===== src/rtl/csps_pkg.sv =====
// Shared types, standard codes and the through-level map for the
// calibration standard port switch. No dependencies.
package csps_pkg;

  localparam int NUM_PORTS = 4;
  localparam int PORT_W    = 2;
  localparam int STD_W     = 3;
  localparam int LEVEL_W   = 3;

  typedef logic [PORT_W-1:0]  port_idx_t;
  typedef logic [STD_W-1:0]   std_code_t;
  typedef logic [LEVEL_W-1:0] level_t;

  typedef std_code_t [NUM_PORTS-1:0] std_vec_t;
  typedef port_idx_t [NUM_PORTS-1:0] part_vec_t;
  typedef level_t    [NUM_PORTS-1:0] level_vec_t;

  localparam std_code_t STD_NONE    = 3'd0;
  localparam std_code_t STD_OPEN    = 3'd1;
  localparam std_code_t STD_SHORT   = 3'd2;
  localparam std_code_t STD_LOAD    = 3'd3;
  localparam std_code_t STD_THROUGH = 3'd4;

  localparam logic FUNC_SET_STD  = 1'b0;
  localparam logic FUNC_SET_THRU = 1'b1;

  // Fixed levels, packed V0 | V1<<1 | V2<<2
  localparam level_t LVL_NONE  = 3'd3;
  localparam level_t LVL_OPEN  = 3'd0;
  localparam level_t LVL_SHORT = 3'd1;
  localparam level_t LVL_LOAD  = 3'd5;

  // Through levels indexed [port][partner]
  localparam level_t THRU_LEVELS [NUM_PORTS][NUM_PORTS] = '{
    '{3'd3, 3'd2, 3'd6, 3'd4},
    '{3'd6, 3'd3, 3'd2, 3'd4},
    '{3'd4, 3'd2, 3'd3, 3'd6},
    '{3'd4, 3'd6, 3'd2, 3'd3}
  };

endpackage


===== src/rtl/csps_levels.sv =====
// Switch-pin level decoder: maps each port's standard and partner to its
// three control levels. Depends on csps_pkg.
module csps_levels
  import csps_pkg::*;
(
  input  std_vec_t   stds,
  input  part_vec_t  parts,
  output level_vec_t levels
);

  always_comb begin
    for (int i = 0; i < NUM_PORTS; i++) begin
      case (stds[i])
        STD_OPEN:    levels[i] = LVL_OPEN;
        STD_SHORT:   levels[i] = LVL_SHORT;
        STD_LOAD:    levels[i] = LVL_LOAD;
        STD_THROUGH: levels[i] = THRU_LEVELS[i][parts[i]];
        default:     levels[i] = LVL_NONE;
      endcase
    end
  end

endmodule


===== src/rtl/cal_standard_port_switch_top.sv =====
// Top level of the calibration standard port switch: command register,
// port state update and result register. Depends on csps_pkg, csps_levels.

// One command is taken per clock cycle; busy is always low. A transferred
// command is captured in the command register; its result passes through
// the state update into the result register, and out_valid flags it for
// exactly one cycle. The receiver cannot stall, so results must be taken
// when out_valid is high. Refused commands still produce a result, with
// out_accepted low and the current state.
module cal_standard_port_switch_top
  import csps_pkg::*;
(
  input  logic                     clk,
  input  logic                     rst_n,
  input  logic                     start,
  output logic                     busy,
  input  logic                     in_func,
  input  logic [2:0]               in_port,
  input  logic [2:0]               in_value,
  output logic                     out_valid,
  output logic [11:0]              out_pins,
  output logic                     out_accepted,
  output logic [11:0]              out_standards,
  output logic [7:0]               out_partners
);

  logic       cmd_valid_r;
  logic       func_r;
  logic [2:0] port_r;
  logic [2:0] value_r;

  std_vec_t   std_r,  std_nxt;
  part_vec_t  part_r, part_nxt;
  logic       ok_nxt;
  level_vec_t levels;

  logic       out_valid_r;
  logic [11:0] pins_r;
  logic        ok_r;
  logic [11:0] stds_out_r;
  logic [7:0]  parts_out_r;

  port_idx_t  p_idx;
  port_idx_t  d_idx;
  port_idx_t  q_idx;

  assign busy = 1'b0;

  // Command register
  always_ff @(posedge clk) begin
    if (!rst_n) begin
      cmd_valid_r <= 1'b0;
    end else begin
      cmd_valid_r <= start && !busy;
    end
  end

  always_ff @(posedge clk) begin
    if (start && !busy) begin
      func_r  <= in_func;
      port_r  <= in_port;
      value_r <= in_value;
    end
  end

  assign p_idx = port_r[PORT_W-1:0];
  assign d_idx = value_r[PORT_W-1:0];

  // State update; a release drops the old through partner back to none
  always_comb begin
    std_nxt  = std_r;
    part_nxt = part_r;
    ok_nxt   = 1'b0;
    q_idx    = '0;
    if (cmd_valid_r) begin
      if (func_r == FUNC_SET_STD) begin
        if (!port_r[2] && value_r < STD_THROUGH) begin
          if (std_nxt[p_idx] == STD_THROUGH) begin
            q_idx           = part_nxt[p_idx];
            std_nxt[q_idx]  = STD_NONE;
            part_nxt[q_idx] = '0;
            part_nxt[p_idx] = '0;
          end
          std_nxt[p_idx] = value_r;
          ok_nxt         = 1'b1;
        end
      end else begin
        if (port_r != value_r && !port_r[2] && !value_r[2]) begin
          if (std_nxt[p_idx] == STD_THROUGH) begin
            q_idx           = part_nxt[p_idx];
            std_nxt[q_idx]  = STD_NONE;
            part_nxt[q_idx] = '0;
            part_nxt[p_idx] = '0;
          end
          // second release sees the result of the first
          if (std_nxt[d_idx] == STD_THROUGH) begin
            q_idx           = part_nxt[d_idx];
            std_nxt[q_idx]  = STD_NONE;
            part_nxt[q_idx] = '0;
            part_nxt[d_idx] = '0;
          end
          std_nxt[p_idx]  = STD_THROUGH;
          std_nxt[d_idx]  = STD_THROUGH;
          part_nxt[p_idx] = d_idx;
          part_nxt[d_idx] = p_idx;
          ok_nxt          = 1'b1;
        end
      end
    end
  end

  always_ff @(posedge clk) begin
    if (!rst_n) begin
      std_r  <= '0;
      part_r <= '0;
    end else begin
      std_r  <= std_nxt;
      part_r <= part_nxt;
    end
  end

  csps_levels u_levels (
    .stds   (std_nxt),
    .parts  (part_nxt),
    .levels (levels)
  );

  // Result register
  always_ff @(posedge clk) begin
    if (!rst_n) begin
      out_valid_r <= 1'b0;
    end else begin
      out_valid_r <= cmd_valid_r;
    end
  end

  always_ff @(posedge clk) begin
    if (cmd_valid_r) begin
      pins_r      <= levels;
      ok_r        <= ok_nxt;
      stds_out_r  <= std_nxt;
      parts_out_r <= part_nxt;
    end
  end

  assign out_valid     = out_valid_r;
  assign out_pins      = pins_r;
  assign out_accepted  = ok_r;
  assign out_standards = stds_out_r;
  assign out_partners  = parts_out_r;

  // Every transfer in gives exactly one result
  a_result_follows: assert property (@(posedge clk) disable iff (!rst_n)
    start |=> ##1 out_valid)
    else $error("result strobe missing after command");

  // A refused command must leave the port state untouched
  a_refused_holds: assert property (@(posedge clk) disable iff (!rst_n)
    (cmd_valid_r && !ok_nxt) |=> (std_r == $past(std_r) && part_r == $past(part_r)))
    else $error("refused command changed port state");

  // Idle cycles never change state
  a_idle_holds: assert property (@(posedge clk) disable iff (!rst_n)
    !cmd_valid_r |=> (std_r == $past(std_r) && part_r == $past(part_r)))
    else $error("port state changed without a command");

  for (genvar g = 0; g < NUM_PORTS; g++) begin : g_pair_chk
    // Through pairs are symmetric and never self-paired
    a_pair_sym: assert property (@(posedge clk) disable iff (!rst_n)
      std_r[g] == STD_THROUGH |->
        (std_r[part_r[g]] == STD_THROUGH && part_r[part_r[g]] == port_idx_t'(g)
         && part_r[g] != port_idx_t'(g)))
      else $error("through pairing inconsistent");

    // A port that is not through carries partner zero
    a_part_clear: assert property (@(posedge clk) disable iff (!rst_n)
      std_r[g] != STD_THROUGH |-> part_r[g] == '0)
      else $error("stale partner on non-through port");
  end

endmodule


===== config.mk =====
export PLATFORM = sky130hd
export DESIGN_NAME = cal_standard_port_switch_top
export DESIGN_NICKNAME = d
export VERILOG_FILES = /design/src/rtl/csps_pkg.sv /design/src/rtl/csps_levels.sv /design/src/rtl/cal_standard_port_switch_top.sv
export SDC_FILE = /design/constraint.sdc
export NUM_CORES = 1
export LEC_CHECK = 0
export ABC_CLOCK_PERIOD_IN_PS = 3900
export BUFFER_PORTS_ARGS = -buffer_cell sky130_fd_sc_hd__buf_2
export CAP_MARGIN = 20
export CORE_MARGIN = 2
export CORE_UTILIZATION = 55
export CTS_CLUSTER_DIAMETER = 50
export DETAILED_ROUTE_END_ITERATION = 6
export GPL_TIMING_DRIVEN = 0
export HOLD_SLACK_MARGIN = 0.08
export PLACE_DENSITY = 0.75
export SLEW_MARGIN = 30
export SYNTH_ARGS = -nofsm -noshare
export SYNTH_HDL_FRONTEND = slang
export SYNTH_SLANG_ARGS = --single-unit

===== constraint.sdc =====
create_clock -name clk -period 3.9 [get_ports clk]
set_clock_uncertainty 0.05 [all_clocks]
set_input_delay 0.78 -clock clk [delete_from_list [all_inputs] [get_ports clk]]
set_output_delay 0.78 -clock clk [all_outputs]
set_load 0.02 [all_outputs]

==> results of run 1 <==
## layer usage
| layer | wire, um | vias up | global-route usage (%) |
|---|---|---|---|
| li1 | - | 1524 | - |
| met1 | 4243 | 1523 | 37.67 |
| met2 | 4655 | 188 | 45.38 |
| met3 | 914 | 29 | 8.161 |
| met4 | 323 | 0 | 15.01 |
| met5 | 0 | - | 0 |
## worst max-delay path, delay by kind of cell (launching register included)
family | cells | cell delay (ns)
and+or+nand+nor | 2 | 0.72
DFF | 1 | 0.38
AOI/OAI and AO/OA | 5 | 1.43
buffers and inverters | 3 | 0.48
muxes | 1 | 0.45
## sequential cells by signal, summed over array words and instances, names as in the netlist, 3 cells and up
signal	flops
out_partners	8
out_pins	12
out_standards	12
part_r	8
port_r	3
std_r	12
value_r	3
## synthesized netlist by cell type (2+ instances only)
library cell / number / share of area (%)
a211o_1: 3 / 0.74
a211oi_1: 6 / 1.3
a21boi_0: 3 / 0.63
a21o_1: 3 / 0.63
a21oi_1: 22 / 3.1
a221o_1: 2 / 0.56
a221oi_1: 2 / 0.49
a31oi_1: 5 / 0.88
a32o_1: 3 / 0.85
a32oi_1: 5 / 1.2
and2_1: 17 / 3.0
and3_1: 3 / 0.53
buf_4: 2 / 0.42
clkbuf_1: 13 / 1.4
dfxtp_1: 22 / 12
edfxtp_1: 40 / 34
ha_1: 5 / 1.8
inv_1: 18 / 1.9
mux2_2: 2 / 0.63
mux4_2: 4 / 2.5
nand2_1: 38 / 4.0
nand2b_1: 5 / 0.88
nand3_1: 12 / 1.7
nand4_1: 4 / 0.70
nor2_1: 30 / 3.2
nor2b_1: 2 / 0.35
nor3_1: 7 / 0.99
nor3b_1: 8 / 1.7
o211a_1: 2 / 0.56
o211ai_1: 4 / 0.85
o21ai_0: 27 / 3.8
o22a_1: 3 / 0.74
o22ai_1: 7 / 1.2
o2bb2ai_1: 2 / 0.49
o31a_1: 2 / 0.49
o31ai_1: 5 / 1.1
o41ai_1: 2 / 0.49
or2_2: 2 / 0.35
or3_1: 3 / 0.53
xnor2_1: 2 / 0.49
xor2_1: 2 / 0.49
## power groups by stage
stage               Combinational (W)  Sequential, W  Clock, W
finish                       0.000363       0.000774  0.000581
global route                 0.000392       0.000777  0.000613
CTS                          0.000354       0.000772  0.000589
detailed placement           0.000345       0.000786         0
global placement             0.000334       0.000789         0
floorplan                    0.000217       0.000811         0
## area by class of cell
class / count / area share [%]
multi-input cells: 274 / 43.09
flip-flops and latches: 62 / 39.73
repair buffers: 47 / 6.415
clock buffers: 13 / 3.843
well taps: 77 / 2.330
plain buffers: 16 / 1.846
inverters: 19 / 1.725
clock inverters: 3 / 1.029
## worst min path at each step
| stage | to | slack [ns] | start | cells past startpoint |
|---|---|---|---|---|
| floorplan | out_partners[7] | 0.54 | part_r[7] | 2 |
| global placement | std_r[2] | 0.60 | std_r[2] | 2 |
| detailed placement | std_r[2] | 0.61 | std_r[2] | 2 |
| CTS | value_r[2] | 0.54 | in_value[2] | 1 |
| global route | port_r[2] | 0.54 | in_port[2] | 1 |
| finish | value_r[2] | 0.54 | in_value[2] | 1 |
## through the flow
step           worst slack [ns]   TNS (ns)  power (W)
3_3_place_gp            -0.1633    -0.2697   0.001123
2_1_floorplan            0.6429          0   0.001028
4_1_cts                 0.07673          0   0.001716
5_1_grt               -0.007166  -0.007166   0.001782
6_report                 0.1556          0   0.001718
3_5_place_dp           -0.02339   -0.02339   0.001132
## what timing repair did
| action | 4_1_cts | 5_1_grt |
|---|---|---|
| pin swaps | 1 | 0 |
| setup buffers | 3 | 0 |
| setup endpoints to repair | 1 | 7 |
| gates cloned | 0 | 0 |
| resized for setup | 0 | 6 |
## cells by family (layout without fill, tap and decap cells)
group / count (synthesis) / in the layout / share of synthesized area, %
AOI/OAI and AO/OA: 124 / 124 / 24.82
other: 1 / 1 / 0.1055
DFF: 62 / 62 / 46.20
and+or+nand+nor: 134 / 134 / 18.70
buffers and inverters: 36 / 98 / 4.260
muxes: 6 / 6 / 3.169
xor gates and xnor gates: 4 / 4 / 0.9861
adders and majority gates: 5 / 5 / 1.761
## placed cells by master (no fill, tap or decap), types with 3 or more instances in the layout
cell	instances
a21o_1	3
a21boi_0	3
and3_1	3
clkbuf_8	11
a21oi_1	21
o22ai_1	7
nand2_1	37
dfxtp_1	21
o22a_1	3
nand3_1	12
buf_4	5
mux4_2	4
inv_1	18
a211oi_1	5
or3_1	3
nand2b_1	5
a211o_1	3
clkbuf_1	14
edfxtp_1	40
buf_2	44
a32oi_1	5
o21ai_0	26
and2_1	17
a31oi_1	5
ha_1	5
o211ai_1	4
nor2_1	30
nand4_1	4
a32o_1	3
nor3_1	7
nor3b_1	6
o31ai_1	5
==> results.py, run 1 <==
metrics = {
    "clock_network": {
        "cts_max_level": 3,
        "cts_tree": "built",
        "cts_inserted_buffers": 9,
        "cts_root_buffer": "clkbuf_8",
        "worstSkewPairLatency_ns": 0.36,
        "clk_pin_slew_ns": 0.08,
        "cts_hold_buf": 0,
        "cts_buffer_depth": 2,
        "cts.sinks": 62,
    },
    "detailed_routing": {
        "drt_wl_total_um": 10140,
        "first_pass_iters": 5,
        "drc": 0,
        "avgRoutedWirePerCell_um": 19.84,
        "ant_nets": 0,
        "drt_iter0_markers": 302,
        "vias": 3264,
        "viasPerCell": 6.387,
    },
    "finish": {
        "ff_latch_area_sq_um": 1643,
        "diodes": 0,
        "stdcell_count": 511,
        "area_growth_pct": 16.37,
        "n_fill_cell": 546,
        "fin_nets": 444,
        "finish.instance_area_sq_um": 4135,
        "drive_gt1_share_pct": 19.35,
        "fin_util_pct": 65.50,
        "multiInputGateArea_sq_um": 1782,
    },
    "grt": {
        "grt_start_max_net_pins": 23,
        "grt_pass1_vias": 3148,
        "overflow": 0,
        "antenna_found_initial": 0,
        "grt_pass1_wl_um": 15910,
        "track_usage_pct": 29.27,
    },
    "place": {
        "dp_cells": 493,
        "dp_hpwl_um": 7292,
        "port-buffer-count": 43,
        "place_area_sq_um": 3894,
        "gp_congestion": 1.003,
    },
    "floorplanning": {
        "pin_count": 45,
        "dieArea_sq_um": 7120,
        "start_util_pct": 56.28,
        "die_x_um": 84.38,
        "die_h_um": 84.38,
        "rows": 29,
        "core_area_sq_um": 6314,
    },
    "synthesis": {
        "syn_avg_cell_area_sq_um": 9.552,
        "ys_warn_count": 0,
        "syn_area_sq_um": 3553,
        "syn_inst": 372,
        "synth-async-reset-ratio_pct": 0,
        "ys_types": 64,
        "yosysSeqAreaShare_pct": 46.20,
        "synth_edf_count": 40,
        "synth_seq_cells": 62,
        "synthFlopType": "edfxtp_1",
        "syn-num-nets": 387,
    },
    "sta": {
        "whs_ns": 0.5424,
        "post-route-period-util_pct": 96.01,
        "hold_violations": 0,
        "maxSlewViolCount": 0,
        "fmax_mhz": 267.1,
        "tightest_slew_ns": 0.9815,
        "setup_viol": 0,
        "relSlewSlack_pct": 33.97,
        "period_needed_ns": 3.744,
    },
    "setup_path": {
        "path_cells": "buf_6, mux4_2, clkinv_1, o41ai_1, a221oi_1, a311oi_4, buf_4, and4b_4, o22ai_2, or3_1, o31a_1",
        "max_stage_delay_ns": 0.45,
        "r2r_end": "out_pins[10]",
        "critPathLaunch": "port_r[0]",
        "crit_required_ns": 3.96,
        "crit_end": "out_pins[10]",
        "cp_slowest_cell": "mux4_2",
        "start_kind": "flop",
        "reg2reg_depth": 11,
        "critPathArrivalTime_ns": 3.81,
        "r2r_slack_ns": 0.16,
        "cp-end-kind": "flop",
        "reg2reg_from": "port_r[0]",
        "crit_type": "flop to flop",
        "critPathMaxFanout": 8,
    },
    "power_and_ir_drop": {
        "leakage_nw": 1.559,
        "seq_power_share_pct": 45.0,
        "ir_drop_uv": 247.5,
        "powerDensity_nw_per_um2": 415.4,
        "power.internal_w": 0.001202,
        "comb_power_share_pct": 21.1,
        "p_sw_w": 0.0005156,
        "clockPowerShare_pct": 33.8,
        "power_switching_share_pct": 30.02,
    },
    "run": {
        "drv_cap": 0,
    },
    "worst_hold_path": {
        "min_path_type": "input port to flop",
    },
    "status": {
        "status": "finished clean",
    },
}
No activity file was read; power rests on OpenSTA's default activity.
==> run 2: changes to the inputs <==
--- a/config.mk
+++ b/config.mk
@@ -6,7 +6,7 @@
 export NUM_CORES = 1
 export LEC_CHECK = 0
 export ABC_CLOCK_PERIOD_IN_PS = 3900
-export BUFFER_PORTS_ARGS = -buffer_cell sky130_fd_sc_hd__buf_2
+export BUFFER_PORTS_ARGS = -buffer_cell sky130_fd_sc_hd__buf_4
 export CAP_MARGIN = 20
 export CORE_MARGIN = 2
 export CORE_UTILIZATION = 55
==> results.py, run 2 (synthesis gave the netlist of run 1 again) <==
metrics = {
    "status": {
        "status": "finished clean",
    },
    "detailed_routing": {
        "viasPerCell": 6.446,
        "first_pass_iters": 5,
        "vias": 3294,
        "ant_nets": 0,
        "drt_iter0_markers": 374,
        "avgRoutedWirePerCell_um": 20.02,
        "drt_wl_total_um": 10230,
        "drc": 0,
    },
    "floorplanning": {
        "pin_count": 45,
        "core_area_sq_um": 6314,
        "die_h_um": 84.38,
        "die_x_um": 84.38,
        "start_util_pct": 56.28,
        "rows": 29,
        "dieArea_sq_um": 7120,
    },
    "grt": {
        "track_usage_pct": 28.80,
        "antenna_found_initial": 0,
        "met2_usage_pct": 47.19,
        "grt_use_met1_pct": 37.76,
        "busiest_layer": "met2",
        "grt_pass1_wl_um": 15820,
        "grt_start_max_net_pins": 22,
        "use_met3_pct": 5.998,
        "overflow": 0,
        "grt_pass1_vias": 3096,
    },
    "finish": {
        "fin_nets": 444,
        "mostFrequentLayoutCell": "buf_4",
        "fin_util_pct": 67.34,
        "area_growth_pct": 19.65,
        "mostFrequentLayoutCells": "buf_4 (47), edfxtp_1 (40), nand2_1 (38)",
        "stdcell_count": 511,
        "diodes": 0,
        "drive_gt1_share_pct": 18.66,
    },
    "setup_path": {
        "r2r_end": "out_pins[10]",
        "crit_type": "flop to flop",
        "cp-end-kind": "flop",
        "critPathMaxFanout": 10,
        "crit_required_ns": 3.95,
        "reg2reg_from": "port_r[1]",
        "r2r_slack_ns": 0.11,
        "start_kind": "flop",
        "reg2reg_depth": 10,
        "critPathArrivalTime_ns": 3.84,
    },
    "place": {
        "gp_congestion": 0.9939,
        "dp_hpwl_um": 7305,
        "pre_cts_ws_ns": 0.08101,
        "dp_cells": 493,
        "port-buffer-count": 43,
    },
    "sta": {
        "layout_setup_ws_ns": 0.1148,
        "setup_viol": 0,
        "post-route-period-util_pct": 97.06,
        "hold_violations": 0,
        "fmax_mhz": 264.2,
        "tightest_slew_ns": 0.7737,
        "maxSlewViolCount": 0,
        "period_needed_ns": 3.785,
        "relSlewSlack_pct": 48.23,
    },
    "worst_hold_path": {
        "min_path_type": "input port to flop",
        "hold_depth": 1,
        "holdPathEnd": "port_r[2]",
        "hp-start": "in_port[2]",
    },
    "clock_network": {
        "worstSkewPairLatency_ns": 0.35,
        "cts_tree": "built",
        "cts_root_buffer": "clkbuf_8",
        "cts.sinks": 62,
        "cts_hold_buf": 0,
        "cts_max_level": 3,
        "clk_pin_slew_ns": 0.07,
        "cts_inserted_buffers": 9,
        "cts_buffer_depth": 2,
    },
    "power_and_ir_drop": {
        "leakage_nw": 1.592,
        "ir_drop_uv": 321.6,
        "powerDensity_nw_per_um2": 412.3,
    },
    "run": {
        "drv_cap": 0,
    },
}
-- run 2: changes by cell type in the layout (fill, tap and decap cells not counted), moves of 2 or more --
cell | previous run | this run
buf_2 | 44 | 1
buf_4 | 5 | 47
clkbuf_8 | 11 | 9
nor3b_1 | 6 | 8
nor3b_2 | 2 | 0
-- run 2: worst max path at each step --
stage	from	endpoint	depth (start not counted)
4_1_cts	port_r[1]	out_pins[8]	12
2_1_floorplan	port_r[0]	out_pins[8]	12
6_report	port_r[1]	out_pins[10]	10
3_5_place_dp	port_r[1]	out_pins[8]	12
3_3_place_gp	cmd_valid_r	out_pins[8]	8
5_1_grt	port_r[1]	out_pins[8]	12
-- run 2: power by group --
part	internal (W)	switching (W)	leakage [nW]	total, W
combinational	0.000136	0.000241	0.935	0.000377
sequential	0.000748	0.0000256	0.552	0.000774
clock	0.000356	0.000246	0.105	0.000602
-- run 2: critical path, cell delays in order (launching register included) --
cell	delay [ns]
edfxtp_1	0.49
buf_4	0.23
nand2_1	0.29
o22ai_1	0.16
o41ai_1	0.41
a221oi_1	0.20
a311oi_4	0.55
and4b_4	0.37
o22ai_2	0.13
or3_1	0.41
o31a_1	0.24
-- run 2: final cells by class --
| class | count | area [sq um] |
|---|---|---|
| flip-flops and latches | 62 | 1643 |
| well taps | 77 | 96.34 |
| inverters | 19 | 71.32 |
| repair buffers | 46 | 365.4 |
| multi-input cells | 274 | 1790 |
| clock buffers | 11 | 131.4 |
| plain buffers | 17 | 80.08 |
| fillers | 502 | 2062 |
| clock inverters | 5 | 73.82 |
-- run 2: metal layers --
| metal | routed length, um | up-vias | part of all wire (%) |
|---|---|---|---|
| met1 | 4319 | 1549 | 42 |
| li1 | - | 1527 | - |
| met3 | 810 | 23 | 7.9 |
| met2 | 4881 | 195 | 48 |
| met4 | 219 | 0 | 2.1 |
| met5 | 0 | - | 0 |
-- run 2: timing repair --
item	4_1_cts	5_1_grt
buffers inserted	0	2
setup endpoints to repair	0	5
gates resized for setup	0	6
-- run 2: metrics by stage --
step / cell area [sq um] / hold slack (ns) / setup TNS (ns) / total power, W
5_1_grt: 4252 / 0.5496 / -0.02812 / 0.001811
3_3_place_gp: 3973 / 0.5992 / -0.3651 / 0.001137
3_5_place_dp: 4001 / 0.6214 / 0 / 0.001147
2_1_floorplan: 3553 / 0.5432 / 0 / 0.001028
4_1_cts: 4207 / 0.5568 / 0 / 0.001738
6_report: 4252 / 0.5536 / 0 / 0.001753
==> run 3: changes to the inputs <==
--- a/config.mk
+++ b/config.mk
@@ -5,7 +5,7 @@
 export SDC_FILE = /design/constraint.sdc
 export NUM_CORES = 1
 export LEC_CHECK = 0
-export ABC_CLOCK_PERIOD_IN_PS = 3900
+export ABC_CLOCK_PERIOD_IN_PS = 4550
 export BUFFER_PORTS_ARGS = -buffer_cell sky130_fd_sc_hd__buf_4
 export CAP_MARGIN = 20
 export CORE_MARGIN = 2
==> constraint.sdc (replaced) <==
create_clock -name clk -period 4.55 [get_ports clk]
set_clock_uncertainty 0.05 [all_clocks]
set_input_delay 0.91 -clock clk [delete_from_list [all_inputs] [get_ports clk]]
set_output_delay 0.91 -clock clk [all_outputs]
set_load 0.02 [all_outputs]
==> results.py, run 3 (synthesis gave the netlist of run 1 again) <==
metrics = {
    "run": {
        "drv_cap": 0,
    },
    "finish": {
        "diodes": 0,
        "area_growth_pct": 18.38,
        "fin_util_pct": 66.63,
        "mostFrequentLayoutCells": "buf_4 (45), edfxtp_1 (40), nand2_1 (38)",
        "drive_gt1_share_pct": 17.36,
        "mostFrequentLayoutCell": "buf_4",
        "fin_nets": 442,
    },
    "detailed_routing": {
        "drt_wl_total_um": 10180,
        "first_pass_iters": 5,
        "drc": 0,
        "viasPerCell": 6.422,
        "drt_iter0_markers": 365,
        "vias": 3269,
        "ant_nets": 0,
        "avgRoutedWirePerCell_um": 19.99,
    },
    "sta": {
        "tns_ns": 0,
        "period_needed_ns": 3.916,
        "post-route-period-util_pct": 86.07,
        "rsz0062_at_grt": "no",
        "tightest_slew_ns": 0.9493,
        "relSlewSlack_pct": 36.13,
        "layout_setup_ws_ns": 0.6338,
        "hold_violations": 0,
        "maxSlewViolCount": 0,
        "whs_ns": 0.6404,
        "setup_viol": 0,
        "fmax_mhz": 255.3,
    },
    "place": {
        "gp_congestion": 0.9939,
        "pre_cts_ws_ns": 0.7310,
        "port-buffer-count": 43,
        "dp_hpwl_um": 7305,
    },
    "clock_network": {
        "post_cts_buffers": 0,
        "cts_root_buffer": "clkbuf_8",
        "worstSkewPairLatency_ns": 0.35,
        "clk_pin_slew_ns": 0.07,
        "cts_hold_buf": 0,
        "cts-resized-gates": 0,
        "cts_buffer_depth": 2,
        "cts.sinks": 62,
        "cts_inserted_buffers": 9,
        "cts_max_level": 3,
        "cts_tree": "built",
    },
    "floorplanning": {
        "start_util_pct": 56.28,
        "die_x_um": 84.38,
        "pin_count": 45,
        "core_area_sq_um": 6314,
        "die_h_um": 84.38,
        "dieArea_sq_um": 7120,
        "rows": 29,
    },
    "grt": {
        "grt_pass1_wl_um": 15820,
        "track_usage_pct": 28.80,
        "antenna_found_initial": 0,
        "grt_start_max_net_pins": 22,
        "overflow": 0,
        "grt_pass1_vias": 3096,
    },
    "setup_path": {
        "max_stage_delay_ns": 0.54,
        "start_kind": "flop",
        "critPathMaxFanout": 10,
        "cp_slowest_cell": "a311oi_4",
        "critPathArrivalTime_ns": 3.97,
        "path_cells": "buf_4, nand2_1, o22ai_1, o41ai_1, a211o_1, a311oi_4, a21oi_1, a311oi_1, o21ai_0, inv_1, ha_1, a31o_1",
        "cp-end-kind": "flop",
        "crit_type": "flop to flop",
        "crit_required_ns": 4.60,
    },
    "status": {
        "status": "finished clean",
    },
    "power_and_ir_drop": {
        "ir_drop_uv": 273.4,
        "leakage_nw": 1.577,
        "powerDensity_nw_per_um2": 355.3,
    },
    "worst_hold_path": {
        "min_path_type": "flop to flop",
    },
}
run 3: per-stage QoR:
stage | instance area (sq um) | total power (W) | instances
finish | 4207 | 0.001495 | 509
global route | 4207 | 0.001545 | 509
CTS | 4207 | 0.001489 | 509
detailed placement | 4001 | 0.0009833 | 493
global placement | 3973 | 0.0009744 | 492
floorplan | 3553 | 0.0008814 | 372
run 3: layout make-up:
class,count,area [sq um]
Fill cell,505,2107
Inverter,19,71.32
Sequential cell,62,1643
Tap cell,77,96.34
Clock inverter,5,73.82
Multi-Input combinational cell,274,1760
Clock buffer,11,131.4
Timing Repair Buffer,44,350.3
Buffer,17,80.08
run 3: power breakdown:
group / switching, W / internal (W)
logic: 0.000203 / 0.000113
clock network: 0.000209 / 0.000305
registers: 0.0000221 / 0.000641
total: 0.000435 / 0.00106
run 3: worst paths after layout:
kind         slack [ns]          end  cells after the start      start
max                0.63  out_pins[8]                     12  port_r[1]
min                0.64     std_r[2]                      2   std_r[2]
max reg2reg        0.63  out_pins[8]                     12  port_r[1]
min reg2reg        0.64     std_r[2]                      2   std_r[2]
run 3: worst max-delay path, delay by kind of cell, from the launching register on:
kind / cells / cell delay [ns]
compound gates: 8 / 2.28
flops: 1 / 0.47
buf+inv: 2 / 0.36
simple gates: 1 / 0.25
fa+ha+maj: 1 / 0.24
run 3: layer usage:
layer / global-route usage [%] / vias to the layer above / part of all wire, %
li1: - / 1523 / -
met1: 37.76 / 1513 / 42
met2: 47.19 / 202 / 47
met3: 5.998 / 31 / 8.5
met4: 11.11 / 0 / 2.4
met5: 0 / - / 0
